[config.mk]
export PLATFORM = sky130hd
export DESIGN_NAME = flat_grind_cycle_sequencer_top_flat
export DESIGN_NICKNAME = d
export VERILOG_FILES = /design/src/rtl/fgcs_pkg.sv /design/src/rtl/fgcs_ifs.sv /design/src/rtl/flat_grind_cycle_sequencer_top.sv /design/src/flat_wrapper.sv
export SDC_FILE = /design/constraint.sdc
export NUM_CORES = 1
export LEC_CHECK = 0
export ABC_AREA = 0
export BUFFER_PORTS_ARGS = -buffer_cell sky130_fd_sc_hd__buf_4
export CELL_PAD_IN_SITES_DETAIL_PLACEMENT = 1
export CELL_PAD_IN_SITES_GLOBAL_PLACEMENT = 1
export CORE_MARGIN = 1
export CORE_UTILIZATION = 25
export DETAILED_ROUTE_END_ITERATION = 10
export PLACE_DENSITY = 0.56
export SLEW_MARGIN = 20
export SYNTH_ARGS = -nofsm -noshare
export SYNTH_HDL_FRONTEND = slang
export SYNTH_SLANG_ARGS = --single-unit
[constraint.sdc]
create_clock -name clock -period 11 [get_ports clock]
set_clock_uncertainty 0.2 [all_clocks]
set_input_delay 1.1 -clock clock [delete_from_list [all_inputs] [get_ports clock]]
set_output_delay 1.1 -clock clock [all_outputs]
set_load 0.03 [all_outputs]
[src/rtl/fgcs_pkg.sv]
// Package for the flat grinding cycle sequencer.
// Holds the transaction payload types, phase/function/error codes and CSR indexes.
// No dependencies; every other file uses it by scoped names.
package fgcs_pkg;

   localparam int unsigned PosWidth  = 32;
   localparam int unsigned StepWidth = 31;
   localparam int unsigned CsrIdxWidth = 3;

   // Request transaction: one control tick
   typedef struct packed {
      logic [1:0]                 func;
      logic                       x_homed;
      logic                       at_start;
      logic                       x_done;
      logic                       y_done;
      logic                       z_done;
      logic signed [PosWidth-1:0] z_position_nm;
   } req_data_type;

   // Response transaction: axis commands and status for one tick
   typedef struct packed {
      logic                       x_move;
      logic signed [PosWidth-1:0] x_target_nm;
      logic                       x_grind_speed;
      logic                       y_move;
      logic signed [PosWidth-1:0] y_target_nm;
      logic                       z_move;
      logic signed [PosWidth-1:0] z_target_nm;
      logic                       stop_all;
      logic [3:0]                 phase_now;
      logic                       running;
      logic [1:0]                 error_code;
   } rsp_data_type;

   typedef enum logic [1:0] {
      FUNC_TICK   = 2'd0,
      FUNC_RESET  = 2'd1,
      FUNC_CANCEL = 2'd2,
      FUNC_UNUSED = 2'd3
   } func_type;

   typedef enum logic [1:0] {
      ERR_NONE      = 2'd0,
      ERR_NOT_HOMED = 2'd1,
      ERR_LIMITS    = 2'd2
   } err_type;

   typedef enum logic [CsrIdxWidth-1:0] {
      CSR_X_START      = 3'd0,
      CSR_X_END        = 3'd1,
      CSR_Z_START      = 3'd2,
      CSR_Z_END        = 3'd3,
      CSR_Y_WORK       = 3'd4,
      CSR_Y_SAFE       = 3'd5,
      CSR_STEPOVER     = 3'd6,
      CSR_LIMITS_VALID = 3'd7
   } csr_idx_type;

   // Cycle phases, one-hot
   typedef enum logic [9:0] {
      PH_INITIAL     = 10'b00_0000_0001,
      PH_RISE        = 10'b00_0000_0010,
      PH_TO_START    = 10'b00_0000_0100,
      PH_LOWER       = 10'b00_0000_1000,
      PH_GRIND_END   = 10'b00_0001_0000,
      PH_ADV_END     = 10'b00_0010_0000,
      PH_GRIND_START = 10'b00_0100_0000,
      PH_ADV_START   = 10'b00_1000_0000,
      PH_REWIND      = 10'b01_0000_0000,
      PH_FINAL       = 10'b10_0000_0000
   } phase_type;

   // Reported phase number for a one-hot phase
   function automatic logic [3:0] phase_code(input phase_type ph);
      logic [3:0] code;
      unique case (ph)
         PH_INITIAL:     code = 4'd0;
         PH_RISE:        code = 4'd1;
         PH_TO_START:    code = 4'd2;
         PH_LOWER:       code = 4'd3;
         PH_GRIND_END:   code = 4'd4;
         PH_ADV_END:     code = 4'd5;
         PH_GRIND_START: code = 4'd6;
         PH_ADV_START:   code = 4'd7;
         PH_REWIND:      code = 4'd8;
         PH_FINAL:       code = 4'd9;
         default:        code = 4'd0;
      endcase
      return code;
   endfunction

endpackage

[src/rtl/fgcs_ifs.sv]
// Channel interfaces for the flat grinding cycle sequencer.
// Request, response and CSR write channels; payload types from fgcs_pkg.
interface fgcs_req_if;
   logic                  valid;
   logic                  ready;
   fgcs_pkg::req_data_type data;
   modport source (output valid, output data, input ready);
   modport sink   (input valid, input data, output ready);
endinterface

interface fgcs_rsp_if;
   logic                  valid;
   logic                  ready;
   fgcs_pkg::rsp_data_type data;
   modport source (output valid, output data, input ready);
   modport sink   (input valid, input data, output ready);
endinterface

interface fgcs_csr_if;
   logic                                  valid;
   logic                                  ready;
   logic [fgcs_pkg::CsrIdxWidth-1:0]      index;
   logic [fgcs_pkg::PosWidth-1:0]         wdata;
   modport source (output valid, output index, output wdata, input ready);
   modport sink   (input valid, input index, input wdata, output ready);
endinterface

[src/rtl/flat_grind_cycle_sequencer_top.sv]
// Flat grinding cycle sequencer, top level.
// Uses fgcs_pkg and the channel interfaces in fgcs_ifs.sv.
//
// Takes one control tick per clock while responses are taken and returns one
// response per tick, in order. A tick is captured in an input register; the
// phase decision and the Z advance (one 33-bit subtract with a clamp to the
// stepover) are evaluated from it and loaded into the result register, which
// presents the response. Both registers move together when the response side
// drains, so a transaction can be accepted every cycle while responses are
// taken; a response stall holds both stages. CSR writes are always accepted
// and should be made while idle.
module flat_grind_cycle_sequencer_top (
   input  logic              clock,
   input  logic              reset,
   fgcs_req_if.sink          req_chan,
   fgcs_rsp_if.source        rsp_chan,
   fgcs_csr_if.sink          csr_chan
);

   // Configuration registers
   logic signed [fgcs_pkg::PosWidth-1:0]  x_start_ff, x_end_ff, z_start_ff, z_end_ff;
   logic signed [fgcs_pkg::PosWidth-1:0]  y_work_ff, y_safe_ff;
   logic [fgcs_pkg::StepWidth-1:0]        stepover_ff;
   logic                                  limits_valid_ff;

   // Pipeline registers
   logic                   s1_valid_ff, s1_valid_in;
   fgcs_pkg::req_data_type s1_data_ff;
   logic                   s2_valid_ff, s2_valid_in;
   fgcs_pkg::rsp_data_type s2_data_ff, s2_data_in;
   logic                   s1_advance;

   // Sequencer state
   fgcs_pkg::phase_type    phase_ff, phase_in;
   fgcs_pkg::err_type      err_ff, err_in;

   // Z advance datapath
   logic signed [fgcs_pkg::PosWidth:0]    z_diff, step_pos, step_neg, z_adv;
   logic signed [fgcs_pkg::PosWidth-1:0]  z_adv_target;
   logic                                  z_adv_zero;

   // CSR writes
   assign csr_chan.ready = 1'b1;

   always_ff @(posedge clock) begin
      if (reset) begin
         x_start_ff      <= '0;
         x_end_ff        <= '0;
         z_start_ff      <= '0;
         z_end_ff        <= '0;
         y_work_ff       <= '0;
         y_safe_ff       <= '0;
         stepover_ff     <= '0;
         limits_valid_ff <= 1'b0;
      end else if (csr_chan.valid) begin
         unique case (fgcs_pkg::csr_idx_type'(csr_chan.index))
            fgcs_pkg::CSR_X_START:      x_start_ff      <= csr_chan.wdata;
            fgcs_pkg::CSR_X_END:        x_end_ff        <= csr_chan.wdata;
            fgcs_pkg::CSR_Z_START:      z_start_ff      <= csr_chan.wdata;
            fgcs_pkg::CSR_Z_END:        z_end_ff        <= csr_chan.wdata;
            fgcs_pkg::CSR_Y_WORK:       y_work_ff       <= csr_chan.wdata;
            fgcs_pkg::CSR_Y_SAFE:       y_safe_ff       <= csr_chan.wdata;
            fgcs_pkg::CSR_STEPOVER:     stepover_ff     <= csr_chan.wdata[fgcs_pkg::StepWidth-1:0];
            fgcs_pkg::CSR_LIMITS_VALID: limits_valid_ff <= csr_chan.wdata[0];
            default: ;
         endcase
      end
   end

   // Handshake: stage 1 drains into stage 2 when stage 2 is free or emptying
   assign s1_advance     = s1_valid_ff && (!s2_valid_ff || rsp_chan.ready);
   assign req_chan.ready = !s1_valid_ff || s1_advance;
   assign s1_valid_in    = req_chan.valid ? 1'b1 : (s1_valid_ff && !s1_advance);
   assign s2_valid_in    = s1_advance ? 1'b1 : (s2_valid_ff && !rsp_chan.ready);

   // Z advance: (Z end - Z position) at 33 bits, clamped to +/- stepover
   always_comb begin
      z_diff   = {z_end_ff[fgcs_pkg::PosWidth-1], z_end_ff}
               - {s1_data_ff.z_position_nm[fgcs_pkg::PosWidth-1], s1_data_ff.z_position_nm};
      step_pos = {2'b00, stepover_ff};
      step_neg = -step_pos;
      if (z_diff > step_pos) begin
         z_adv = step_pos;
      end else if (z_diff < step_neg) begin
         z_adv = step_neg;
      end else begin
         z_adv = z_diff;
      end
      z_adv_zero   = (z_adv == '0);
      z_adv_target = s1_data_ff.z_position_nm + z_adv[fgcs_pkg::PosWidth-1:0];
   end

   // Phase decision for the transaction in stage 1
   always_comb begin
      phase_in   = phase_ff;
      err_in     = err_ff;
      s2_data_in = '0;
      case (fgcs_pkg::func_type'(s1_data_ff.func))
         fgcs_pkg::FUNC_RESET: begin
            err_in   = fgcs_pkg::ERR_NONE;
            phase_in = fgcs_pkg::PH_INITIAL;
         end
         fgcs_pkg::FUNC_CANCEL: begin
            s2_data_in.stop_all = 1'b1;
         end
         fgcs_pkg::FUNC_TICK: begin
            if (!s1_data_ff.x_homed) begin
               err_in = fgcs_pkg::ERR_NOT_HOMED;
            end else if (!limits_valid_ff) begin
               err_in = fgcs_pkg::ERR_LIMITS;
            end else if (phase_ff != fgcs_pkg::PH_FINAL) begin
               s2_data_in.running = 1'b1;
               unique case (phase_ff)
                  fgcs_pkg::PH_INITIAL: begin
                     if (s1_data_ff.at_start) begin
                        s2_data_in.x_move      = 1'b1;
                        s2_data_in.x_target_nm = x_start_ff;
                        s2_data_in.z_move      = 1'b1;
                        s2_data_in.z_target_nm = z_start_ff;
                        phase_in               = fgcs_pkg::PH_TO_START;
                     end else begin
                        s2_data_in.y_move      = 1'b1;
                        s2_data_in.y_target_nm = y_safe_ff;
                        phase_in               = fgcs_pkg::PH_RISE;
                     end
                  end
                  fgcs_pkg::PH_RISE: begin
                     if (s1_data_ff.y_done) begin
                        s2_data_in.x_move      = 1'b1;
                        s2_data_in.x_target_nm = x_start_ff;
                        s2_data_in.z_move      = 1'b1;
                        s2_data_in.z_target_nm = z_start_ff;
                        phase_in               = fgcs_pkg::PH_TO_START;
                     end
                  end
                  fgcs_pkg::PH_TO_START: begin
                     if (s1_data_ff.x_done && s1_data_ff.z_done) begin
                        s2_data_in.y_move      = 1'b1;
                        s2_data_in.y_target_nm = y_work_ff;
                        phase_in               = fgcs_pkg::PH_LOWER;
                     end
                  end
                  fgcs_pkg::PH_LOWER, fgcs_pkg::PH_ADV_START: begin
                     if ((phase_ff == fgcs_pkg::PH_LOWER) ? s1_data_ff.y_done
                                                          : s1_data_ff.z_done) begin
                        s2_data_in.x_move        = 1'b1;
                        s2_data_in.x_grind_speed = 1'b1;
                        s2_data_in.x_target_nm   = x_end_ff;
                        phase_in                 = fgcs_pkg::PH_GRIND_END;
                     end
                  end
                  fgcs_pkg::PH_GRIND_END: begin
                     if (s1_data_ff.x_done) begin
                        if (z_adv_zero) begin
                           // nothing left to feed: go straight into the return pass
                           s2_data_in.x_move        = 1'b1;
                           s2_data_in.x_grind_speed = 1'b1;
                           s2_data_in.x_target_nm   = x_start_ff;
                           phase_in                 = fgcs_pkg::PH_GRIND_START;
                        end else begin
                           s2_data_in.z_move      = 1'b1;
                           s2_data_in.z_target_nm = z_adv_target;
                           phase_in               = fgcs_pkg::PH_ADV_END;
                        end
                     end
                  end
                  fgcs_pkg::PH_ADV_END: begin
                     if (s1_data_ff.z_done) begin
                        s2_data_in.x_move        = 1'b1;
                        s2_data_in.x_grind_speed = 1'b1;
                        s2_data_in.x_target_nm   = x_start_ff;
                        phase_in                 = fgcs_pkg::PH_GRIND_START;
                     end
                  end
                  fgcs_pkg::PH_GRIND_START: begin
                     if (s1_data_ff.x_done) begin
                        s2_data_in.z_move = 1'b1;
                        if (z_adv_zero) begin
                           // done feeding: rewind Z
                           s2_data_in.z_target_nm = z_start_ff;
                           phase_in               = fgcs_pkg::PH_REWIND;
                        end else begin
                           s2_data_in.z_target_nm = z_adv_target;
                           phase_in               = fgcs_pkg::PH_ADV_START;
                        end
                     end
                  end
                  fgcs_pkg::PH_REWIND: begin
                     if (s1_data_ff.z_done) begin
                        phase_in = fgcs_pkg::PH_FINAL;
                     end
                  end
                  default: ;
               endcase
            end
         end
         default: ;
      endcase
      s2_data_in.phase_now  = fgcs_pkg::phase_code(phase_in);
      s2_data_in.error_code = err_in;
   end

   // Control registers
   always_ff @(posedge clock) begin
      if (reset) begin
         s1_valid_ff <= 1'b0;
         s2_valid_ff <= 1'b0;
         phase_ff    <= fgcs_pkg::PH_INITIAL;
         err_ff      <= fgcs_pkg::ERR_NONE;
      end else begin
         s1_valid_ff <= s1_valid_in;
         s2_valid_ff <= s2_valid_in;
         if (s1_advance) begin
            phase_ff <= phase_in;
            err_ff   <= err_in;
         end
      end
   end

   // Payload registers
   always_ff @(posedge clock) begin
      if (req_chan.valid && req_chan.ready) begin
         s1_data_ff <= req_chan.data;
      end
      if (s1_advance) begin
         s2_data_ff <= s2_data_in;
      end
   end

   assign rsp_chan.valid = s2_valid_ff;
   assign rsp_chan.data  = s2_data_ff;

endmodule

[src/flat_wrapper.sv]
// flat-port wrapper written by rule: the top's interface ports become plain ports
module flat_grind_cycle_sequencer_top_flat 
  (clock, reset, req_chan_valid, req_chan_data, req_chan_ready, rsp_chan_valid, rsp_chan_data, rsp_chan_ready, csr_chan_valid, csr_chan_index, csr_chan_wdata, csr_chan_ready);
  fgcs_req_if req_chan_i ();
  fgcs_rsp_if rsp_chan_i ();
  fgcs_csr_if csr_chan_i ();
  input  logic clock;
  input  logic reset;
  input wire logic [$bits(req_chan_i.valid)-1:0] req_chan_valid;
  input wire logic [$bits(req_chan_i.data)-1:0] req_chan_data;
  output wire logic [$bits(req_chan_i.ready)-1:0] req_chan_ready;
  output wire logic [$bits(rsp_chan_i.valid)-1:0] rsp_chan_valid;
  output wire logic [$bits(rsp_chan_i.data)-1:0] rsp_chan_data;
  input wire logic [$bits(rsp_chan_i.ready)-1:0] rsp_chan_ready;
  input wire logic [$bits(csr_chan_i.valid)-1:0] csr_chan_valid;
  input wire logic [$bits(csr_chan_i.index)-1:0] csr_chan_index;
  input wire logic [$bits(csr_chan_i.wdata)-1:0] csr_chan_wdata;
  output wire logic [$bits(csr_chan_i.ready)-1:0] csr_chan_ready;
  assign req_chan_i.valid = req_chan_valid;
  assign req_chan_i.data = req_chan_data;
  assign req_chan_ready = req_chan_i.ready;
  assign rsp_chan_valid = rsp_chan_i.valid;
  assign rsp_chan_data = rsp_chan_i.data;
  assign rsp_chan_i.ready = rsp_chan_ready;
  assign csr_chan_i.valid = csr_chan_valid;
  assign csr_chan_i.index = csr_chan_index;
  assign csr_chan_i.wdata = csr_chan_wdata;
  assign csr_chan_ready = csr_chan_i.ready;
  flat_grind_cycle_sequencer_top u_core (.clock(clock), .reset(reset), .req_chan(req_chan_i), .rsp_chan(rsp_chan_i), .csr_chan(csr_chan_i));
endmodule
==> flow_metrics.tcl, run 1 <==
set metrics [dict create \
    outcome "finished, final reports clean" \
    clkSinkCount 385 \
    dieArea_um2 86710 \
    synth_ff_type "dfxtp_1" \
    cts-root-buf "clkbuf_16" \
    syn-instance-count 2568 \
    slowest_delay_ps 550 \
    coreArea_um2 84090 \
    hold_buffers 0 \
    syn_nets 2775 \
    synth_most_common_cell "nand2_1" \
    yosysTopAreaCell "dfxtp_1" \
    ys_seq_area_share_pct 42.92 \
    die_w_um 294.5 \
    grt_max_degree 144 \
    max-slew-margin-rel_pct 28.40 \
    route.antenna.remaining_nets 0 \
    wl_per_cell_um 22.25 \
    std_cell_rows 106 \
    grt_pass1_vias 20150 \
    netlist.area_leader.share_pct 22.28 \
    vias 19470 \
    firstDrtPassIters 5 \
    synthTopCellsByCount "566 x nand2_1, 326 x a21oi_1, 238 x dfxtp_1, 180 x nor2_1, 147 x edfxtp_1" \
    clock_tree.htree_level_count 2 \
    drt_iter0_markers 1317 \
    viasPerCell 5.053 \
    cts_buffers 45 \
    cts_tree "built" \
    io_buffer_count 188 \
    multi_input_area_um2 11300 \
    fin_nets 2891 \
    setup_viol 0 \
    filler_cell_count 9956 \
    dpl.hpwl_mm 64.07 \
    syn-cell-area_um2 21380 \
    path_clk_slew_ps 60 \
    synth_area_leaders "dfxtp_1 22%, edfxtp_1 21%, nand2_1 9.9%" \
    maxSlewViolCount 0 \
    pin_count 190 \
    cts_setup_buffers 0 \
    syn-mean-instance-area_um2 8.327 \
    rsz0062_at_grt "no" \
    async_reset_ff_share_pct 0 \
    clk_path_buf_depth 3 \
    fin_tns_setup_ps 0 \
    ys_ff_latch 385 \
    cp-start-kind "flop" \
    drt-met1-wl_mm 38.18 \
    leakage_nw 9.222 \
    arrival_ps 10260 \
    timing.fmax_mhz 98.89 \
    worst_slew_pin_slew_ps 1064 \
    synth-edff-count 147 \
    post_cts_resized 0 \
    path_class "reg2reg" \
    min_period_ps 10110 \
    hold_viol 0 \
    cp_slowest_cell "or3_1" \
    syn_to_final_growth_pct 19.19 \
    drv_cap 0 \
    finalWirelength_mm 85.74 \
    cp_max_fo 11 \
    placed_cell_area_um2 23950 \
    start_util_pct 25.43 \
    final-seq-area_um2 9179 \
    period_share_pct 91.93 \
    wl_met2_mm 41.08 \
    antenna_cells 0 \
    ir_drop_uv 100.3 \
    drc 0 \
    whs_ps 254.0 \
    hold_class "reg2reg" \
    antenna_found_initial 5 \
    grt_pass1_wl_mm 128.0 \
    grtUsageTotal_pct 19.48 \
    clk_latency_ps 610 \
    pwr_density_cell_nw_per_um2 167.6 \
    top_layer_used "met5" \
    wl_met3_mm 3.171 \
    die_y_um 294.5 \
    worstPathRequired_ps 11140 \
    drive_gt1_share_pct 11.81 \
    ys.warnings.count 0 \
    yosysUniqueCellTypes 85 \
    endpoint_kind "flop" \
    stdcell_area_um2 25490 \
    finalWeightedCongestion 0.8905 \
    grt_remaining_overflow 0 \
]
cell families after synthesis:
group / after synthesis / share of synthesized area, %
flops: 385 / 42.92
other cells: 1 / 0.01754
mux: 13 / 0.6378
fa+ha+maj: 128 / 7.560
buf+inv: 264 / 4.769
xor+xnor: 79 / 3.236
simple gates: 995 / 20.20
compound gates: 703 / 20.66
critical path: cells and delay by family, from the launching register on:
family / cells / cell delay [ps]
compound gates: 19 / 4800
simple gates: 10 / 2420
fa+ha+maj: 5 / 1470
xor+xnor: 2 / 380
flops: 1 / 360
buf+inv: 3 / 210
per-stage QoR:
stage	total power [mW]	util (%)	setup slack [ps]	std cells
floorplan	2.344	-	2484	2568
global placement	2.737	28.49	996.5	3771
detailed placement	2.754	28.49	661.3	3771
CTS	4.325	30.29	659.5	3853
global route	4.484	30.31	178.6	3853
finish	4.273	30.31	887.8	3853
placed cells by master, fill, tap and decap left out, drive strengths merged, types with 7 or more instances in the layout:
master and instances:
mux2i 11, edfxtp 147, nand2b 24, nand3 37
o21ai 84, and3 14, o21a 26, a22oi 66
o31a 8, o211ai 12, or4 8, or2 7
or3 14, a22o 35, a211oi 16, nor4 20
and2 19, buf 215, nor2b 19, a21oi 327
o31ai 7, inv 118, xnor2 60, dfxtp 238
clkinv 8, ha 126, nand2 566, nor2 180
clkbuf 72, a31oi 21, a2111oi 7, a211o 11
nand4 27, a21o 27, xor2 19, nor3 43
final timing paths:
path / depth (start not counted) / slack, ps / endpoint / startpoint
max: 39 / 890 / u_core.rsp_chan.data[38] / u_core.s1_data_ff[0]
min: 2 / 250 / u_core.y_safe_ff[8] / u_core.y_safe_ff[8]
max reg2reg: 39 / 890 / u_core.rsp_chan.data[38] / u_core.s1_data_ff[0]
min reg2reg: 2 / 250 / u_core.y_safe_ff[8] / u_core.y_safe_ff[8]
power breakdown:
part | switching, mW | internal (mW)
registers | 0.0392 | 1.53
clock network | 0.641 | 0.905
logic | 0.749 | 0.412
flip-flops by register name (all words and copies together), names as in the netlist:
signal	cells
u_core.rsp_chan.data	108
u_core.s1_data_ff	39
u_core.x_end_ff	32
u_core.x_start_ff	32
u_core.y_safe_ff	32
u_core.y_work_ff	32
u_core.z_end_ff	32
u_core.z_start_ff	32
u_core.stepover_ff	31
u_core.phase_ff	10
u_core.err_ff	2
u_core.limits_valid_ff	1
u_core.rsp_chan.valid	1
u_core.s1_valid_ff	1
final cells by class:
| cell class | instances | area share [%] |
|---|---|---|
| Inverter | 117 | 1.733 |
| Clock inverter | 11 | 0.5989 |
| Multi-Input combinational cell | 1919 | 44.32 |
| Tap cell | 1134 | 5.567 |
| Sequential cell | 385 | 36.01 |
| Clock buffer | 71 | 5.366 |
| Timing Repair Buffer | 216 | 6.402 |
metal layers:
| metal | vias to the layer above | track usage [%] |
|---|---|---|
| li1 | 9286 | - |
| met2 | 412 | 33.12 |
| met1 | 9633 | 25.04 |
| met4 | 8 | 7.241 |
| met5 | - | 0 |
| met3 | 131 | 2.519 |
Power figures use the tool's default switching activity.
==> run 2: changes to the inputs <==
Settings changed: PLACE_DENSITY 0.56 to 0.45.
==> flow_metrics.tcl, run 2 (synthesis gave the netlist of run 1 again) <==
set metrics [dict create \
    drt-met1-wl_mm 41.57 \
    wl_met2_mm 43.73 \
    drc 0 \
    pwr_density_cell_nw_per_um2 170.0 \
    top_layer_used "met4" \
    io_buffer_count 188 \
    worst_slew_pin_slew_ps 1135 \
    endpoint_kind "flop" \
    rsz0062_at_grt "no" \
    fin_tns_setup_ps 0 \
    viasPerCell 5.085 \
    regToRegEndpoint "u_core.rsp_chan.data[39]" \
    antenna_found_initial 2 \
    cp_max_fo 35 \
    clk_path_buf_depth 3 \
    path_class "reg2reg" \
    worstReg2RegStart "u_core.s1_data_ff[0]" \
    cp_slowest_cell "o31ai_1" \
    largest_reg_flops 108 \
    hold_class "reg2reg" \
    clock_tree.htree_level_count 2 \
    clk_latency_ps 640 \
    drv_cap 0 \
    path_clk_slew_ps 70 \
    leakage_nw 9.244 \
    worstPathRequired_ps 11190 \
    fin_nets 2896 \
    period_share_pct 92.85 \
    slowest_delay_ps 920 \
    outcome "finished, final reports clean" \
    switchingPower_mw 1.530 \
    pin_count 190 \
    drive_gt1_share_pct 12.02 \
    arrival_ps 10410 \
    min_period_ps 10210 \
    grt_pass1_vias 19880 \
    timing.fmax_mhz 97.91 \
    maxSlewViolCount 0 \
    start_util_pct 25.43 \
    die_y_um 294.5 \
    cts_tree "built" \
    reg2reg_depth 34 \
    wl_per_cell_um 23.74 \
    p_seq_share_pct 36.0 \
    path_delay_family "compound AO/OA/AOI/OAI gates" \
    mostFrequentLayoutCells "564 x nand2_1, 326 x a21oi_1, 238 x dfxtp_1" \
    syn_to_final_growth_pct 19.54 \
    placed_cell_area_um2 23990 \
    mostFrequentLayoutCell "nand2_1" \
    std_cell_rows 106 \
    setup_viol 0 \
    cts_buffers 49 \
    min_to "u_core.x_end_ff[31]" \
    finalWeightedCongestion 0.8951 \
    dieArea_um2 86710 \
    cts_setup_buffers 0 \
    dpl.hpwl_mm 67.49 \
    ir_drop_uv 120.7 \
    cts-root-buf "clkbuf_16" \
    hold_viol 0 \
    multi_input_area_um2 11320 \
    cp-startpoint "u_core.s1_data_ff[0]" \
    grt_max_degree 90 \
    p_int_mw 2.816 \
    vias 19650 \
    finalWirelength_mm 91.70 \
    whs_ps 252.9 \
    worstHoldStart "u_core.x_end_ff[31]" \
    wl_met3_mm 3.043 \
    firstDrtPassIters 7 \
    antenna_cells 0 \
    cp-start-kind "flop" \
    filler_cell_count 9921 \
    grtUsageTotal_pct 20.87 \
    p_clk_share_pct 36.3 \
    holdPathStages 2 \
    max-slew-margin-rel_pct 23.69 \
    rrSetupSlack_ps 790 \
    grt_remaining_overflow 0 \
    route.antenna.remaining_nets 0 \
    die_w_um 294.5 \
    final-seq-area_um2 9179 \
    coreArea_um2 84090 \
    p_total_mw 4.346 \
    drt_iter0_markers 1062 \
    p_sw_share_pct 35.20 \
    stdcell_area_um2 25560 \
    combPwrFrac_pct 27.7 \
    clkSinkCount 385 \
    path_buf_inv 3 \
    grt_pass1_wl_mm 134.5 \
]
[run 2: cell type report]
cell class / count / share of cell area [%]
repair buffers: 217 / 6.544
clock buffers: 71 / 5.237
inverters: 117 / 1.728
clock inverters: 20 / 0.7635
flip-flops and latches: 385 / 35.91
multi-input cells: 1919 / 44.27
well taps: 1134 / 5.550
[run 2: metrics by stage]
stage / utilization (%) / std cells / setup slack, ps
after CTS: 30.35 / 3862 / 514.4
final: 30.40 / 3863 / 786.1
after floorplan: - / 2568 / 2484
after detailed placement: 28.53 / 3771 / 568.7
after global placement: 28.50 / 3770 / 770.2
after global routing: 30.40 / 3863 / 131.0
[run 2: power groups by stage]
stage / combinational [mW] / clock, mW / sequential, mW
after floorplan: 0.733 / 0 / 1.61
after global placement: 1.19 / 0 / 1.60
after detailed placement: 1.20 / 0 / 1.60
after CTS: 1.21 / 1.63 / 1.57
after global routing: 1.31 / 1.68 / 1.57
final: 1.20 / 1.58 / 1.56
[run 2: layer usage]
metal | vias up | GRT usage (%)
met3 | 115 | 2.383
met4 | 0 | 7.558
met1 | 9817 | 27.25
li1 | 9320 | -
met2 | 393 | 35.27
met5 | - | 0
[run 2: worst max-delay path by stage]
stage | to | slack (ps) | depth (start not counted)
3_5_place_dp | u_core.rsp_chan.data[39] | 570 | 36
5_1_grt | u_core.rsp_chan.data[38] | 130 | 39
4_1_cts | u_core.rsp_chan.data[39] | 510 | 36
6_report | u_core.rsp_chan.data[39] | 790 | 34
2_1_floorplan | u_core.rsp_chan.data[39] | 2480 | 37
3_3_place_gp | u_core.rsp_chan.data[39] | 770 | 37
[run 2: timing repair]
action / in CTS / in global routing
endpoints found under the setup margin: 0 / 3
resized for setup: 0 / 2
hold endpoints to repair: 0 / 0
hold buffers: 0 / 0
[run 2: worst reg2reg max path: cells and delay by family, from the launching register on]
kind                       cells  cell delay, ps
and+or+nand+nor                5            1040
buffers and inverters          3             670
AOI/OAI and AO/OA             20            6130
muxes                          1             240
xor gates and xnor gates       1             140
DFF                            1             400
adders and majority gates      4            1180
